==> config.mk <==
export PLATFORM = sky130hd
export DESIGN_NAME = midpoint_circle_point_generator
export DESIGN_NICKNAME = d
export VERILOG_FILES = /design/src/design/mcpg_pkg.sv /design/src/design/mcpg_front.sv /design/src/design/mcpg_queue.sv /design/src/design/mcpg_back.sv /design/src/design/midpoint_circle_point_generator.sv
export SDC_FILE = /design/constraint.sdc
export NUM_CORES = 1
export LEC_CHECK = 0
export BUFFER_PORTS_ARGS = -buffer_cell sky130_fd_sc_hd__buf_4
export CAP_MARGIN = 20
export CORE_MARGIN = 5
export CORE_UTILIZATION = 40
export CTS_CLUSTER_DIAMETER = 100
export CTS_CLUSTER_SIZE = 24
export DETAILED_ROUTE_END_ITERATION = 16
export PLACE_DENSITY_LB_ADDON = 0.25
export SYNTH_ARGS = -nofsm -noshare
export SYNTH_HDL_FRONTEND = slang
export SYNTH_SLANG_ARGS = --single-unit
export TNS_END_PERCENT = 20
==> constraint.sdc <==
create_clock -name clk -period 7.6 [get_ports clk]
set_clock_uncertainty 0.1 [all_clocks]
set_input_delay 0 -clock clk [delete_from_list [all_inputs] [get_ports clk]]
set_output_delay 0 -clock clk [all_outputs]
set_load 0.01 [all_outputs]
==> src/design/mcpg_pkg.sv <==
`timescale 1ns / 1ps
// shared types and constants for the midpoint circle point generator
// no dependencies; imported by every module of the block

package mcpg_pkg;

	localparam int COORD_BITS  = 11;
	localparam int RADIUS_BITS = 10;
	localparam int DEC_BITS    = 18;
	localparam int PT_BITS     = COORD_BITS + 1;

	// one group is eight points
	localparam int IDX_BITS = 3;
	localparam logic [IDX_BITS-1:0] PT_FIRST = IDX_BITS'(0);
	localparam logic [IDX_BITS-1:0] PT_LAST  = IDX_BITS'(7);

	// group queue between front and back
	localparam int QDEPTH     = 2;
	localparam int QPTR_BITS  = 1;
	localparam int QCNT_BITS  = 2;

	typedef enum logic {
		REQ_START   = 1'b0,
		REQ_ADVANCE = 1'b1
	} req_type_t;

	// one group of eight points waiting to be emitted
	typedef struct packed {
		logic signed [COORD_BITS-1:0] cx;
		logic signed [COORD_BITS-1:0] cy;
		logic        [COORD_BITS-1:0] sx;
		logic        [COORD_BITS-1:0] sy;
		logic                         done;
	} grp_desc_t;

	// queue status seen by both sides
	typedef struct packed {
		logic full;
		logic head_valid;
	} grp_q_stat_t;

endpackage

==> src/design/mcpg_front.sv <==
`timescale 1ns / 1ps
// front part: accepts start/advance items, runs the midpoint step, queues groups
// depends on mcpg_pkg

module mcpg_front import mcpg_pkg::*; (
	input  logic                          clk,
	input  logic                          arst_n,
	input  logic                          req_valid,
	output logic                          req_stall,
	input  logic                          req_type,
	input  logic signed [COORD_BITS-1:0]  center_x,
	input  logic signed [COORD_BITS-1:0]  center_y,
	input  logic        [RADIUS_BITS-1:0] radius,
	input  grp_q_stat_t                   q_stat,
	output logic                          push,
	output grp_desc_t                     push_desc
);

	logic        [COORD_BITS-1:0]  step_x_q;
	logic        [COORD_BITS-1:0]  step_y_q;
	logic        [DEC_BITS-1:0]    decision_q;
	logic signed [COORD_BITS-1:0]  held_cx_q;
	logic signed [COORD_BITS-1:0]  held_cy_q;
	logic                          active_q;

	logic                  accept;
	logic                  is_start;
	logic [COORD_BITS-1:0] nx;
	logic [COORD_BITS-1:0] ny;
	logic [DEC_BITS-1:0]   ndec;
	logic [DEC_BITS-1:0]   x8;
	logic [DEC_BITS-1:0]   y8;

	assign req_stall = q_stat.full;
	assign accept    = req_valid && !req_stall;
	assign is_start  = (req_type_t'(req_type) == REQ_START);

	always_comb begin
		x8 = DEC_BITS'(step_x_q) << 3;
		y8 = DEC_BITS'(step_y_q) << 3;
		if (is_start) begin
			nx   = '0;
			ny   = COORD_BITS'(radius);
			ndec = DEC_BITS'(5) - (DEC_BITS'(radius) << 2);
		end else if (decision_q[DEC_BITS-1]) begin
			// decision below zero: step x only
			nx   = step_x_q + COORD_BITS'(1);
			ny   = step_y_q;
			ndec = decision_q + x8 + DEC_BITS'(12);
		end else begin
			nx   = step_x_q + COORD_BITS'(1);
			ny   = step_y_q - COORD_BITS'(1);
			ndec = decision_q + x8 - y8 + DEC_BITS'(20);
		end
	end

	assign push           = accept && (is_start || active_q);
	assign push_desc.cx   = is_start ? center_x : held_cx_q;
	assign push_desc.cy   = is_start ? center_y : held_cy_q;
	assign push_desc.sx   = nx;
	assign push_desc.sy   = ny;
	assign push_desc.done = !(nx < ny);

	always_ff @(posedge clk or negedge arst_n) begin
		if (!arst_n) begin
			step_x_q   <= '0;
			step_y_q   <= '0;
			decision_q <= '0;
			held_cx_q  <= '0;
			held_cy_q  <= '0;
			active_q   <= 1'b0;
		end else if (push) begin
			step_x_q   <= nx;
			step_y_q   <= ny;
			decision_q <= ndec;
			held_cx_q  <= push_desc.cx;
			held_cy_q  <= push_desc.cy;
			active_q   <= (nx < ny);
		end
	end

endmodule

==> src/design/mcpg_queue.sv <==
`timescale 1ns / 1ps
// short queue of point groups between front and back
// depends on mcpg_pkg

module mcpg_queue import mcpg_pkg::*; (
	input  logic        clk,
	input  logic        arst_n,
	input  logic        push,
	input  grp_desc_t   push_desc,
	input  logic        pop,
	output grp_desc_t   head,
	output grp_q_stat_t stat
);

	grp_desc_t             entry_q [QDEPTH];
	logic [QPTR_BITS-1:0]  wr_ptr_q;
	logic [QPTR_BITS-1:0]  rd_ptr_q;
	logic [QCNT_BITS-1:0]  count_q;

	assign head            = entry_q[rd_ptr_q];
	assign stat.full       = (count_q == QCNT_BITS'(QDEPTH));
	assign stat.head_valid = (count_q != '0);

	always_ff @(posedge clk) begin
		if (push) begin
			entry_q[wr_ptr_q] <= push_desc;
		end
	end

	always_ff @(posedge clk or negedge arst_n) begin
		if (!arst_n) begin
			wr_ptr_q <= '0;
			rd_ptr_q <= '0;
			count_q  <= '0;
		end else begin
			if (push) begin
				wr_ptr_q <= wr_ptr_q + QPTR_BITS'(1);
			end
			if (pop) begin
				rd_ptr_q <= rd_ptr_q + QPTR_BITS'(1);
			end
			case ({push, pop})
				2'b10:   count_q <= count_q + QCNT_BITS'(1);
				2'b01:   count_q <= count_q - QCNT_BITS'(1);
				default: count_q <= count_q;
			endcase
		end
	end

	a_count_bound: assert property (@(posedge clk) disable iff (!arst_n)
		count_q <= QCNT_BITS'(QDEPTH))
		else $error("group queue count beyond depth");

	a_ptr_track: assert property (@(posedge clk) disable iff (!arst_n)
		wr_ptr_q == rd_ptr_q + count_q[QPTR_BITS-1:0])
		else $error("group queue pointers disagree with count");

	a_no_underflow: assert property (@(posedge clk) disable iff (!arst_n)
		pop |-> count_q != '0)
		else $error("pop from empty group queue");

endmodule

==> src/design/mcpg_back.sv <==
`timescale 1ns / 1ps
// back part: emits the eight symmetric points of each queued group,
// one per cycle while point_stall is low; depends on mcpg_pkg

module mcpg_back import mcpg_pkg::*; (
	input  logic                       clk,
	input  logic                       arst_n,
	input  grp_desc_t                  head,
	input  grp_q_stat_t                q_stat,
	output logic                       pop,
	output logic                       point_valid,
	input  logic                       point_stall,
	output logic signed [PT_BITS-1:0]  point_x,
	output logic signed [PT_BITS-1:0]  point_y,
	output logic                       group_last,
	output logic                       circle_done
);

	grp_desc_t                  cur_q;
	logic [IDX_BITS-1:0]        idx_q;
	logic                       out_valid_q;
	logic signed [PT_BITS-1:0]  point_x_q;
	logic signed [PT_BITS-1:0]  point_y_q;
	logic                       group_last_q;
	logic                       circle_done_q;

	grp_desc_t                  src;
	logic                       adv;
	logic                       can_issue;
	logic                       load;
	logic                       swap;
	logic                       neg_x;
	logic                       neg_y;
	logic [COORD_BITS-1:0]      mag_x;
	logic [COORD_BITS-1:0]      mag_y;
	logic signed [PT_BITS-1:0]  off_x;
	logic signed [PT_BITS-1:0]  off_y;
	logic signed [PT_BITS-1:0]  px;
	logic signed [PT_BITS-1:0]  py;

	// first point of a group comes straight from the queue head
	assign src       = (idx_q == PT_FIRST) ? head : cur_q;
	assign adv       = !out_valid_q || !point_stall;
	assign can_issue = (idx_q != PT_FIRST) || q_stat.head_valid;
	assign load      = adv && can_issue;
	assign pop       = load && (idx_q == PT_FIRST);

	// order: (x,y) (y,x) (-y,x) (-x,y) (-x,-y) (-y,-x) (y,-x) (x,-y)
	always_comb begin
		case (idx_q)
			3'd1, 3'd2, 3'd5, 3'd6: swap = 1'b1;
			default:                swap = 1'b0;
		endcase
		case (idx_q)
			3'd2, 3'd3, 3'd4, 3'd5: neg_x = 1'b1;
			default:                neg_x = 1'b0;
		endcase
		case (idx_q)
			3'd4, 3'd5, 3'd6, 3'd7: neg_y = 1'b1;
			default:                neg_y = 1'b0;
		endcase
		mag_x = swap ? src.sy : src.sx;
		mag_y = swap ? src.sx : src.sy;
		off_x = signed'({1'b0, mag_x});
		off_y = signed'({1'b0, mag_y});
		px    = PT_BITS'(src.cx) + (neg_x ? -off_x : off_x);
		py    = PT_BITS'(src.cy) + (neg_y ? -off_y : off_y);
	end

	always_ff @(posedge clk) begin
		if (pop) begin
			cur_q <= head;
		end
		if (load) begin
			point_x_q     <= px;
			point_y_q     <= py;
			group_last_q  <= (idx_q == PT_LAST);
			circle_done_q <= src.done;
		end
	end

	always_ff @(posedge clk or negedge arst_n) begin
		if (!arst_n) begin
			idx_q       <= PT_FIRST;
			out_valid_q <= 1'b0;
		end else begin
			if (adv) begin
				out_valid_q <= can_issue;
			end
			if (load) begin
				idx_q <= idx_q + IDX_BITS'(1);
			end
		end
	end

	assign point_valid = out_valid_q;
	assign point_x     = point_x_q;
	assign point_y     = point_y_q;
	assign group_last  = group_last_q;
	assign circle_done = circle_done_q;

	a_last_aligned: assert property (@(posedge clk) disable iff (!arst_n)
		out_valid_q |-> (group_last_q == (idx_q == PT_FIRST)))
		else $error("group_last out of step with point index");

endmodule

==> src/design/midpoint_circle_point_generator.sv <==
`timescale 1ns / 1ps
// Midpoint circle point generator, eight-way symmetry, decision value scaled by four.
// Request channel: req_valid/req_stall with req_type (start or advance), center, radius.
// A start loads center and radius and yields the eight points of (0, r); each advance
// runs one midpoint step and yields eight more points; an advance with no circle in
// progress yields nothing. Point channel: point_valid/point_stall with point_x, point_y,
// group_last on the eighth point of a group and circle_done on every point of the final
// group. The first point of a group passes through the group queue and then the point
// register before it is valid. Throughput: one point per cycle while point_stall is low,
// set by the eight points of a group leaving one at a time on the single point channel;
// advances that yield nothing push no group into the queue.
// A two-entry group queue parts the front from the back, so the front keeps
// taking items while points still drain. When point_stall is high the point register
// holds, the queue fills, and req_stall rises once it is full. Reset clears the circle
// state (no circle in progress), empties the queue and drops point_valid.
// depends on mcpg_pkg, mcpg_front, mcpg_queue, mcpg_back

module midpoint_circle_point_generator import mcpg_pkg::*; (
	input  logic                          clk,
	input  logic                          arst_n,
	input  logic                          req_valid,
	output logic                          req_stall,
	input  logic                          req_type,
	input  logic signed [COORD_BITS-1:0]  center_x,
	input  logic signed [COORD_BITS-1:0]  center_y,
	input  logic        [RADIUS_BITS-1:0] radius,
	output logic                          point_valid,
	input  logic                          point_stall,
	output logic signed [PT_BITS-1:0]     point_x,
	output logic signed [PT_BITS-1:0]     point_y,
	output logic                          group_last,
	output logic                          circle_done
);

	grp_q_stat_t q_stat;
	grp_desc_t   push_desc;
	grp_desc_t   head;
	logic        push;
	logic        pop;

	mcpg_front u_front (
		.clk       (clk),
		.arst_n    (arst_n),
		.req_valid (req_valid),
		.req_stall (req_stall),
		.req_type  (req_type),
		.center_x  (center_x),
		.center_y  (center_y),
		.radius    (radius),
		.q_stat    (q_stat),
		.push      (push),
		.push_desc (push_desc)
	);

	mcpg_queue u_queue (
		.clk       (clk),
		.arst_n    (arst_n),
		.push      (push),
		.push_desc (push_desc),
		.pop       (pop),
		.head      (head),
		.stat      (q_stat)
	);

	mcpg_back u_back (
		.clk         (clk),
		.arst_n      (arst_n),
		.head        (head),
		.q_stat      (q_stat),
		.pop         (pop),
		.point_valid (point_valid),
		.point_stall (point_stall),
		.point_x     (point_x),
		.point_y     (point_y),
		.group_last  (group_last),
		.circle_done (circle_done)
	);

endmodule

# Yosys cells after proc, flatten, opt, wreduce, memory -nomap -nowiden
# Memory sizes are Yosys's and may differ from the RTL's.
# Index checks and enable logic that the tools add are counted.
op_classes:
  addsub: 16
  n_lt_le_gt_ge: 1
  eq_ne: 10
  muxes: 18
  bitwise_logic: 1
  n_reduce_logical: 18
op_table:
  columns: ["cell", "n"]
  rows:
  - ["$mux 11", 7]
  - ["$mux 45", 1]
  - ["$mux 18", 2]
  - ["$add 11x12->12", 2]
  - ["$mux 12", 2]
  - ["$neg 11->12", 2]
  - ["$add 18x14->18", 1]
  - ["$add 18x4->18 const B", 1]
  - ["$add 18x5->18 const B", 1]
  - ["$sub 18x14->18", 1]
  - ["$sub 3x12->13 const A", 1]
  - ["$eq 3x3->1 const B", 4]
  - ["$reduce_or 4->1", 3]
  - ["$add 11x1->11 const B", 1]
  - ["$lt 11x11->1", 1]
  - ["$sub 11x1->11 const B", 1]
  - ["$eq 3x2->1 const B", 2]
  - ["$mux 1", 5]
  - ["$eq 2x2->1 const B", 2]
  - ["$logic_and 1x1->1", 4]
  - ["$logic_not 1->1", 4]
  - ["$pmux 2 s2", 1]
  - ["$reduce_bool 2->1", 2]
  - ["$add 3x1->3 const B", 1]
  - ["9 further kinds", 12]
word_totals:
  reg_bits: 142
  ramBits: 90
  input_bits: 37
  word_cells: 85
  memories: 1
mem_list:
  columns: ["memory", "words", "width", "rd", "rd_ports_with_merged_regs", "write_ports", "line_no", "text"]
  rows:
  - ["u_queue.entry_q", 2, 45, 1, 0, 1, "mcpg_queue.sv:15", "grp_desc_t entry_q [QDEPTH];"]

# Longest topological paths before layout
# Gate-level depths: netlist of run 1.
logic_depth:
  ltp_word: 7
  ltp_mapped: 19

# By module
# A second synthesis of run 1 with hierarchy kept.
unflattened:
  hier_cells: 1259
  area_unflattened_um2: 13854.5
by_module_without_submodules:
  columns: ["module", "instances", "cells_per_inst", "area_per_inst_um2"]
  rows:
  - ["mcpg_front", 1, 660, 5387.7]
  - ["mcpg_back", 1, 443, 4833.4]
  - ["mcpg_queue", 1, 156, 3633.5]

# Least setup slack after synthesis of run 1
# Ideal clock, no wire load.
synth_path:
  path_type: "flip-flop to flip-flop"
  start: "register u_back.idx_q[0]"
  end: "register u_queue.count_q[1]"
  t_arrival_ns: 4.496
  required_ns: 7.421
  path_slack_ns: 2.924
  stages_incl_launch_ff: 13
  n_path_buf: 3
  period_less_slack_ns: 4.676
  path_cell_list: "dfrtp_1 inv_1 ha_1 nand2b_1 buf_4 buf_4 buf_2 nor3_1 nand2b_1 nor2_1 ha_1 nor2_1 xor2_1"
synth_via:
  elab_chain_len: 6
synth_lines:
  columns: ["element", "line_no", "text"]
  rows:
  - ["start: declaration", "mcpg_back.sv:20", "logic [IDX_BITS-1:0] idx_q;"]
  - ["start signal: assignment", "mcpg_back.sv:91", "idx_q <= idx_q + IDX_BITS'(1);"]
  - ["$reduce_bool 3->1", "mcpg_back.sv:44", "assign can_issue = (idx_q != PT_FIRST) || q_stat.head_valid;"]
  - ["$logic_or 1x1->1", "mcpg_back.sv:44", null]
  - ["$logic_and 1x1->1", "mcpg_back.sv:45", "assign load = adv && can_issue;"]
  - ["$logic_and 1x1->1 *", "mcpg_back.sv:46", "assign pop = load && (idx_q == PT_FIRST);"]
  - ["net pop", "midpoint_circle_point_generator.sv:39", "logic pop;"]
  - ["$eq 2x1->1 / $eq 2x2->1 (equally long branches)", "mcpg_queue.sv:42", "case ({push, pop})"]
  - ["$pmux 2 s2 / $reduce_bool 2->1 (equally long branches)", null, null]
  - ["end signal: assignment", "mcpg_queue.sv:43", "2'b10: count_q <= count_q + QCNT_BITS'(1);"]
  - ["end signal: assignment", "mcpg_queue.sv:44", "2'b01: count_q <= count_q - QCNT_BITS'(1);"]
  - ["end signal: assignment", "mcpg_queue.sv:45", "default: count_q <= count_q;"]
  - ["end: declaration", "mcpg_queue.sv:18", "logic [QCNT_BITS-1:0] count_q;"]
# The timed path passes the listed nets; every way through them passes the cells marked *.
# A chain may end at the register's enable or synchronous reset.

# Worst setup path in the final report of run 1
layout_path:
  start: "register u_back.idx_q[0]"
  end: "register u_back.point_y_q[10] (netlist: u_back.point_y[10]), data pin"
layout_via:
  elab_chain_len: 7
layout_lines:
  columns: ["element", "line_no", "text"]
  rows:
  - ["$eq 3x1->1, or another cell as far along", "mcpg_back.sv:50", "case (idx_q)"]
  - ["$reduce_or 4->1", "mcpg_back.sv:50", null]
  - ["$mux 1", "mcpg_back.sv:50", null]
  - ["$mux 11", "mcpg_back.sv:63", "mag_y = swap ? src.sx : src.sy;"]
  - ["$neg 11->12", "mcpg_back.sv:67", "py = PT_BITS'(src.cy) + (neg_y ? -off_y : off_y);"]
  - ["$mux 12", "mcpg_back.sv:67", null]
  - ["$add 11x12->12 *", "mcpg_back.sv:67", null]
  - ["net u_back.py[10]", "mcpg_back.sv:39", "logic signed [PT_BITS-1:0] py;"]
  - ["end signal: assignment", "mcpg_back.sv:76", "point_y_q <= py;"]
  - ["end: declaration", "mcpg_back.sv:23", "logic signed [PT_BITS-1:0] point_y_q;"]
# Marked as above.

==> results of run 1 <==
-- cells in the final DEF, fill, tap and decap left out, drive strengths merged, types with 41 or more instances in the layout --
cell type,count
mux2i,41
o21ai,61
a21oi,51
nor2,66
xnor2,62
nand2,59
dfrtp,69
ha,83
inv,72
edfxtp,161
mux2,120
buf,75
-- registers in the layout (all words and copies together) (netlist names), 2 cells and up --
| signal | count |
|---|---|
| u_front.step_y_q | 11 |
| u_back.point_y | 12 |
| u_front.held_cx_q | 11 |
| u_back.cur_q | 45 |
| u_queue.entry_q | 90 |
| u_back.point_x | 12 |
| u_front.held_cy_q | 11 |
| u_front.step_x_q | 11 |
| u_front.decision_q | 16 |
| u_queue.count_q | 2 |
| u_back.idx_q | 3 |
-- path summary, 6_finish.rpt --
| path | end | slack (ns) | cells past startpoint |
|---|---|---|---|
| min reg2reg | u_front.step_y_q[7]$_DFFE_PN0P_ | 0.39 | 2 |
| max | u_back.point_y[10]$_DFFE_PP_ | 2.61 | 17 |
| max in group asynchronous | u_queue.rd_ptr_q$_DFFE_PN0P_ | 6.63 | 2 |
| max reg2reg | u_back.point_y[10]$_DFFE_PP_ | 2.61 | 17 |
| min in group asynchronous | u_front.held_cy_q[9]$_DFFE_PN0P_ | 0.09 | 2 |
| min | u_queue.entry_q[0][0]$_DFFE_PP_ | 0.06 | 4 |
-- per-layer routing --
| layer | track usage, % | routed length, µm | up-vias |
|---|---|---|---|
| met5 | 0 | 0 | - |
| met4 | 2.94 | 406 | 0 |
| met3 | 1.39 | 834 | 28 |
| met2 | 25.7 | 13500 | 128 |
| met1 | 23.6 | 14600 | 4167 |
| li1 | - | - | 4365 |
-- per-stage QoR --
stage                     hold slack, ns  setup slack, ns  instance area (µm²)
after floorplan                   -0.396             2.92                13400
after global placement             0.118             2.81                14400
after detailed placement           0.116             2.69                14400
after CTS                         0.0470             2.67                15200
after global routing              0.0841             2.29                15200
final                             0.0554             2.61                15200
-- critical path: cells and delay by family, from the launching register on --
kind / cells / cell delay (ns)
muxes: 2 / 0.63
buffers and inverters: 2 / 0.54
AOI/OAI and AO/OA: 7 / 1.25
adders and majority gates: 3 / 1.00
DFF: 1 / 0.42
and+or+nand+nor: 3 / 0.80
-- logic make-up after synthesis --
logic type / synth area share, %
AND/OR/NAND/NOR: 9.38
flip-flops: 48.9
AO/OA/AOI/OAI: 10.1
multiplexers: 13.8
buffers and inverters: 3.24
XOR/XNOR: 6.40
adder cells (fa/ha/maj): 8.19
-- layout make-up --
cell class / count / share of cell area (%)
inverter: 71 / 1.75
sequential: 230 / 43.2
timing repair buffer: 111 / 6.08
multi-input combinational: 807 / 42.4
clock buffer: 19 / 2.50
clock inverter: 5 / 0.387
tap: 448 / 3.69
-- what timing repair did --
action | 4_1_cts | 5_1_grt
hold buffers | 36 | 0
setup endpoints to repair | 0 | 0
hold endpoints to repair | 171 | 0
==> summary.txt, run 1 <==
Run status
  • Outcome: completed

Die
  • I/O pin cnt: 65
  • Die W: about 190 µm
  • Number of core rows: 67
  • Die span in y: 193 µm
  • Core area: 0.0333 mm²
  • DIE AREA: 0.0373 mm²
  • Initial core utilization: 40.3%

Placement
  • Placed Cells: about 1,600
  • IO Port Bufs: 64
  • GPL Wtd Cong: 0.853
  • Post-DP HPWL: 21,600 µm

Clocking
  • Clk Tree Root Cell: clkbuf_16
  • CTS tree: yes
  • Number of buffers created by CTS: 14
  • Post-CTS Setup Bufs: 0
  • Clk pin slew, worst setup/hold paths: approximately 0.10 ns
  • Worst-case clock buffer depth: 3
  • H-tree Lvls: 1
  • Sink Count: 230
  • Post_cts resized: 0
  • Clk_lat worst skew: 0.50 ns

Cells and area
  • Share of post-route cells with drive strength above 1: 19.8%
  • Final design utilization: 45.6%
  • Area delta synth->final: 13.2%
  • Filler instances: 3,070
  • Multi-input logic area: 0.00644 mm²
  • Final cell count without fillers: 1,691
  • Diode count: 0
  • Register area: 0.00656 mm²
  • Final-stage net count: 1,358

Timing
  • Final min period: about 5.0 ns
  • Final Hold Fails: 0
  • Fin crit share: between 60% and 70%
  • Fmax: ~200 MHz
  • RSZ-0062 raised after global routing: no
  • Worst slew margin: 30.6%
  • Final setup vio count: 0
  • Worst-Margin Slew: around 1.0 ns
  • Post-Route Setup TNS: 0 ns
  • Final Slew Violations: 0

Route
  • Detailed Route WL: between 20,000 and 30,000 µm
  • # DRC: 0
  • Avg WL per Cell: 17.3 µm
  • Vias per inst: roughly 5.1
  • DR pass1 iterations: 5
  • Vias: 8,688
  • DR iter-0 viols: between 400 and 500
  • Routed Antenna Nets: 0

Worst setup path
  • FF-to-FF Start: u_back.idx_q[0]$_DFFE_PN0P_
  • CP endpoint kind: flop
  • Delay of the slowest critical-path stage: 0.60 ns
  • Crit-path max FO: 27
  • Crit path launch: u_back.idx_q[0]$_DFFE_PN0P_
  • Startpoint types: flop
  • Crit Path Class: reg2reg
  • Worst EP arrival: roughly 5.1 ns
  • Required @ worst endpoint: 7.74 ns
  • Cell mode on critical path: a21oi_1
  • CP Cell Sequence: inv_1 > ha_1 > nand2b_2 > buf_4 > mux4_2 > ha_1 > nor2_1 > a21oi_1 > fa_1 > a21o_1 > a21oi_1 > o21bai_1 > a21oi_1 > o21ai_0 > a21oi_1 > mux2i_1 > nand3_1
  • Crit-path slowest cell: nand2b_2

GRT
  • Vias in the first global route: roughly 8,800
  • First-pass GRT wire length: 47,500 µm
  • Largest net degree at the start of global routing: ~80
  • GRT Total Usage: roughly 16%
  • Total grt overflow: 0
  • Initial antenna violation count: 0

Synthesis
  • Post-synth top area share: 36.0%
  • Yosys warns: 0
  • Mapped cell area: 0.0134 mm²
  • Post-synth top flop: edfxtp_1
  • Post-synthesis average cell area: 11.7 µm²
  • Post-Synthesis Cells: 1,146
  • Number of synthesized flops with an enable pin: between 150 and 200
  • Async SR Flop Fraction: 30.0%
  • Synth cell types: 76
  • Count leader, synth: edfxtp_1
  • Cell taking the most area after synthesis: edfxtp_1
  • Synth top area cells: edfxtp_1 36%, dfrtp_1 13%, mux2_2 10%
  • Mapped Nets: 1,269
  • Seq/Total Area, Yosys: 48.9%
  • Yosys reg bits: 230
  • Synth top cells by count: 161 x edfxtp_1, 120 x mux2_2, 83 x ha_1, 69 x dfrtp_1, 69 x inv_1

Worst hold path
  • HP Start: req_valid
  • Worst hold path type: in2reg

Run
  • Max_cap viols: 0
Power of run 1 is not shown: default switching activity piles up to over one toggle a cycle in this logic, so the estimate is an artifact.
==> run 2: changes to the inputs <==
==> constraint.sdc (replaced) <==
create_clock -name clk -period 4.32 [get_ports clk]
set_clock_uncertainty 0.1 [all_clocks]
set_input_delay 0 -clock clk [delete_from_list [all_inputs] [get_ports clk]]
set_output_delay 0 -clock clk [all_outputs]
set_load 0.01 [all_outputs]
==> summary.txt, run 2 (same netlist as run 1, synthesis figures left out) <==
Placement
  • Post-DP HPWL: 22,700 µm (+5.4%)
  • GPL Wtd Cong: 0.837 (-1.9%)
  • Pre-CTS setup slack: -0.0567 ns (-2.74 ns)
  • IO Port Bufs: 64 (unchanged)

GRT
  • GRT Total Usage: 16.3% (+0.40 points)
  • Largest net degree at the start of global routing: 57 (-28%)
  • Initial antenna violation count: 0 (unchanged)
  • Total grt overflow: 0 (unchanged)
  • First-pass GRT wire length: 48,100 µm (+1.3%)
  • Vias in the first global route: 8,873 (+0.86%)

Clocking
  • H-tree Lvls: 1 (unchanged)
  • Clk_lat worst skew: 0.48 ns (-0.02 ns)
  • Clk Tree Root Cell: clkbuf_16
  • CTS tree: yes
  • Worst-case clock buffer depth: 3 (unchanged)
  • Clk pin slew, worst setup/hold paths: 0.09 ns (about the same)
  • Number of buffers created by CTS: 14 (unchanged)
  • Sink Count: 230 (unchanged)

Worst setup path
  • Startpoint types: flop
  • Worst R2R End: u_back.point_x[11]$_DFFE_PP_
  • CP Cell Sequence: inv_1 > ha_1 > or2_4 > mux4_2 > inv_1 > ha_1 > nor2_1 > a21oi_2 > ha_1 > a21o_1 > a21oi_1 > nor2b_1 > o21a_1 > nor3_1 > o31ai_1 > o41ai_1 > xnor2_1
  • Crit-path slowest cell: mux4_2
  • Crit Path Class: reg2reg
  • Required @ worst endpoint: 4.44 ns (-3.30 ns)
  • Cell mode on critical path: ha_1
  • Delay of the slowest critical-path stage: 0.46 ns (-0.14 ns)
  • CP bufs+invs: 2 (unchanged)
  • CP endpoint kind: flop
  • Register-to-Register Setup Slack: 0.19 ns (-2.42 ns)
  • R2R depth: 17 (unchanged)
  • Crit path max-delay family: compound AO/OA/AOI/OAI gates
  • Worst EP arrival: 4.25 ns (-0.88 ns)
  • Crit-path max FO: 4 (-85%)
  • FF-to-FF Start: u_back.idx_q[1]$_DFFE_PN0P_

Timing
  • Final Slew Violations: 0 (unchanged)
  • Fin crit share: 95.6% (+30 points)
  • Worst-Margin Slew: 1.02 ns (-0.0188 ns)
  • Final min period: 4.13 ns (-0.862 ns)
  • Final setup vio count: 0 (unchanged)
  • Post-Route Setup TNS: 0 ns (unchanged)
  • RSZ-0062 raised after global routing: yes
  • Worst slew margin: 31.8% (+1.2 points)
  • Worst hold margin: 0.00531 ns (-0.0500 ns)
  • Final worst-path setup slack: 0.189 ns (-2.42 ns)
  • Final Hold Fails: 0 (unchanged)
  • Fmax: 242 MHz (+21%)

Route
  • # DRC: 0 (unchanged)
  • Vias: 8,889 (+2.3%)
  • Avg WL per Cell: 17.7 µm (+1.9%)
  • Vias per inst: 5.19 (+0.94%)
  • DR pass1 iterations: 5 (unchanged)
  • Routed Antenna Nets: 0 (unchanged)
  • DR iter-0 viols: 522 (+14%)
  • Detailed Route WL: 30,300 µm (+3.3%)

Die
  • Initial core utilization: 40.3% (unchanged)
  • Number of core rows: 67 (unchanged)
  • DIE AREA: 0.0373 mm² (unchanged)
  • I/O pin cnt: 65 (unchanged)
  • Die W: 193 µm (unchanged)
  • Core area: 0.0333 mm² (unchanged)
  • Die span in y: 193 µm (unchanged)

Cells and area
  • Commonest non-fill, non-tap cell in the layout: edfxtp_1
  • Multi-input logic area: 0.00651 mm² (+1.1%)
  • Register area: 0.00656 mm² (unchanged)
  • Max reg flops: 90 (unchanged)
  • Most frequent cells in the layout: 161 x edfxtp_1, 120 x mux2_2, 97 x buf_4
  • Top Registers: u_queue.entry_q: 90 flops, u_back.cur_q: 45 flops, u_front.decision_q: 16 flops
  • Filler instances: 3,036 (-1.1%)
  • Area delta synth->final: 15.2%
  • Biggest register: u_queue.entry_q
  • Share of post-route cells with drive strength above 1: 22.3% (+2.5 points)
  • Final-stage net count: 1,381 (+1.7%)
  • Final design utilization: 46.4% (+0.79 points)
  • Diode count: 0 (unchanged)

Worst hold path
  • Worst hold path type: in2async

Run status
  • Outcome: completed

Run
  • Max_cap viols: 0 (unchanged)
## run 2: stage by stage
step	std cells	instance area, µm²
after CTS	1713	15400
after global placement	1654	14600
final	1714	15500
after global routing	1714	15500
after detailed placement	1654	14600
after floorplan	1146	13400
## run 2: layer usage
metal  vias up  wire length [µm]  GRT usage (%)
met5         -                 0              0
met3        23              1130           1.91
met1      4322             14200           23.0
li1       4415                 -              -
met2       129             14500           27.5
met4         0               410           2.72
## run 2: layout make-up
class                   instances  share of cell area (%)
repair buffers                134                    7.24
clock buffers                  20                    2.55
flip-flops and latches        230                    42.5
well taps                     448                    3.63
inverters                      71                    1.72
clock inverters                 4                   0.259
multi-input cells             807                    42.1
## run 2: how the worst max path moves through the flow
stage	start	end	slack (ns)	cells after the start
final	u_back.idx_q[1]$_DFFE_PN0P_	u_back.point_x[11]$_DFFE_PP_	0.19	17
after global routing	u_front.step_x_q[0]$_DFFE_PN0P_	u_front.decision_q[14]$_DFFE_PN0P_	-0.001	17
after CTS	u_back.idx_q[1]$_DFFE_PN0P_	u_back.point_y[10]$_DFFE_PP_	0.009	16
after detailed placement	u_front.step_x_q[0]$_DFFE_PN0P_	u_front.decision_q[14]$_DFFE_PN0P_	-0.06	17
after global placement	u_front.step_x_q[0]$_DFFE_PN0P_	u_front.decision_q[14]$_DFFE_PN0P_	0.05	17
after floorplan	u_back.idx_q[0]$_DFFE_PN0P_	u_back.point_y[10]$_DFFE_PP_	-0.009	18
## run 2: repair_timing
item	in CTS	in global routing
setup buffers	0	1
hold endpoints to repair	142	0
pin swaps	0	2
hold buffers	35	0
setup endpoints to repair	2	9
resized for setup	1	16
Power of run 2 is left out for the same reason.
==> run 3: changes to the inputs <==
--- a/config.mk
+++ b/config.mk
@@ -8,7 +8,7 @@
 export BUFFER_PORTS_ARGS = -buffer_cell sky130_fd_sc_hd__buf_4
 export CAP_MARGIN = 20
 export CORE_MARGIN = 5
-export CORE_UTILIZATION = 40
+export CORE_UTILIZATION = 46
 export CTS_CLUSTER_DIAMETER = 100
 export CTS_CLUSTER_SIZE = 24
 export DETAILED_ROUTE_END_ITERATION = 16
==> summary.txt, run 3 (same netlist as run 1, synthesis figures left out) <==
Die
  • I/O pin cnt: 65 (unchanged)
  • Core area: 0.0288 mm² (-14%)
  • Number of core rows: 62 (-7.5%)
  • Initial core utilization: 46.6% (+6.3 points)
  • DIE AREA: 0.0327 mm² (-12%)
  • Die W: 181 µm (-6.4%)
  • Die span in y: 181 µm (-6.4%)

Route
  • Detailed Route WL: 29,900 µm (-1.3%)
  • Avg WL per Cell: 18.1 µm (+2.4%)
  • Vias: 9,008 (+1.3%)
  • # DRC: 0 (unchanged)
  • Vias per inst: 5.45 (+5.1%)
  • Routed Antenna Nets: 0 (unchanged)
  • DR iter-0 viols: 506 (-3.1%)
  • DR pass1 iterations: 5 (unchanged)

Worst hold path
  • Worst hold path type: in2reg
  • Worst hold stages: 4
  • HP Start: req_valid

Timing
  • Fmax: 241 MHz (-0.34%)
  • Fin crit share: 96.0% (+0.33 points)
  • Final Hold Fails: 0 (unchanged)
  • Final min period: 4.15 ns (+0.0143 ns)
  • Worst slew margin: 48.7% (+17 points)
  • Final Slew Violations: 0 (unchanged)
  • Final worst-path setup slack: 0.175 ns (-0.0143 ns)
  • Final setup vio count: 0 (unchanged)
  • RSZ-0062 raised after global routing: yes
  • Worst-Margin Slew: 0.761 ns (-0.261 ns)

Cells and area
  • Biggest register: u_queue.entry_q
  • Top Registers: u_queue.entry_q: 90 flops, u_back.cur_q: 45 flops, u_front.decision_q: 16 flops
  • Final-stage net count: 1,383 (+0.14%)
  • Most frequent cells in the layout: 161 x edfxtp_1, 120 x mux2_2, 94 x buf_4
  • Share of post-route cells with drive strength above 1: 22.3% (+0.044 points)
  • Area delta synth->final: 15.2% (about the same)
  • Diode count: 0 (unchanged)
  • Final Cell Area: 0.0155 mm² (about the same)
  • Max reg flops: 90 (unchanged)
  • Commonest non-fill, non-tap cell in the layout: edfxtp_1

GRT
  • Total grt overflow: 0 (unchanged)
  • GRT Total Usage: 17.9% (+1.6 points)
  • Initial antenna violation count: 0 (unchanged)
  • Vias in the first global route: 8,873 (unchanged)
  • Largest net degree at the start of global routing: 47 (-18%)
  • First-pass GRT wire length: 47,600 µm (-0.98%)

Clocking
  • H-tree Lvls: 1 (unchanged)
  • Number of buffers created by CTS: 14 (unchanged)
  • Clk Tree Root Cell: clkbuf_16
  • Worst-case clock buffer depth: 3 (unchanged)
  • Clk pin slew, worst setup/hold paths: 0.10 ns (about the same)
  • Clk_lat worst skew: 0.49 ns (about the same)
  • Sink Count: 230 (unchanged)
  • CTS tree: yes

Worst setup path
  • Crit Path Class: reg2reg
  • Crit-path max FO: 4 (unchanged)
  • Worst EP arrival: 4.28 ns (+0.03 ns)
  • Crit path launch: u_back.idx_q[1]$_DFFE_PN0P_
  • Required @ worst endpoint: 4.45 ns (about the same)
  • Startpoint types: flop
  • CP endpoint kind: flop
  • FF-to-FF Start: u_back.idx_q[1]$_DFFE_PN0P_
  • R2R depth: 17 (unchanged)

Placement
  • GPL Wtd Cong: 0.872 (+4.2%)
  • Placed Area: 0.0145 mm² (-0.79%)
  • Post-DP HPWL: 21,800 µm (-3.9%)
  • IO Port Bufs: 64 (unchanged)
  • Pre-CTS setup slack: 0.0172 ns (+0.0739 ns)

Run status
  • Outcome: completed

Run
  • Max_cap viols: 0 (unchanged)
-- run 3: cell types whose count changed in the layout (fill, tap and decap cells not counted), sizes merged --
| cell | before | now |
|---|---|---|
| buf | 99 | 98 |
| clkinv | 2 | 1 |
| clkbuf | 20 | 21 |
| bufinv | 0 | 1 |
| inv | 73 | 72 |
| dlygate4sd3 | 35 | 38 |
-- run 3: cell type report --
cell class / instances / area, µm²
tap: 384 / 480
timing repair buffer: 136 / 1160
clock inverter: 3 / 61.3
inverter: 71 / 267
multi-input combinational: 807 / 6520
sequential: 230 / 6560
clock buffer: 21 / 398
fill: 2460 / 13300
-- run 3: per-layer routing --
layer	vias to the layer above	GRT usage (%)	share of wire, %
met5	-	0	0
met4	0	3.69	1.6
met3	32	2.17	3.7
met2	136	29.3	46
met1	4422	25.8	48
li1	4418	-	-
-- run 3: final timing paths --
kind                                                     end  slack (ns)
setup / recovery                u_back.point_x[11]$_DFFE_PP_        0.17
hold / removal               u_front.step_x_q[7]$_DFFE_PN0P_        0.15
setup reg to reg                u_back.point_x[11]$_DFFE_PP_        0.17
hold reg to reg            u_front.decision_q[6]$_DFFE_PN0P_        0.40
max in group asynchronous    u_front.step_x_q[0]$_DFFE_PN0P_        3.03
min in group asynchronous   u_front.held_cy_q[1]$_DFFE_PN0P_        0.48
-- run 3: per-stage QoR --
step,setup TNS [ns],util [%],hold WS [ns],instances
6_report,0,53.7,0.151,1652
3_3_place_gp,0,50.3,-0.123,1587
2_1_floorplan,-0.00945,-,-0.396,1146
3_5_place_dp,0,50.3,-0.124,1587
4_1_cts,0,53.3,0.127,1650
5_1_grt,-0.0877,53.7,0.137,1652
-- run 3: repair_timing --
item / in CTS / in global routing
buffers inserted: 0 / 1
pin swaps: 0 / 2
hold endpoints to repair: 175 / 0
setup endpoints to repair: 1 / 12
hold buffers: 39 / 0
resized for setup: 2 / 18
-- run 3: worst max-delay path, stage by stage (launching register included) --
cell and delay (ns):
dfrtp_1 0.42, inv_1 0.10, ha_1 0.24, or2_4 0.29, mux4_2 0.38, inv_1 0.07
ha_1 0.27, nor2_1 0.04, a21oi_1 0.25, ha_1 0.29, a21o_1 0.17, a21oi_1 0.24
nor2b_1 0.08, o21a_1 0.19, nor3_1 0.23, o31ai_1 0.18, o41ai_2 0.25, xnor2_1 0.11
Power of run 3 is left out for the same reason.
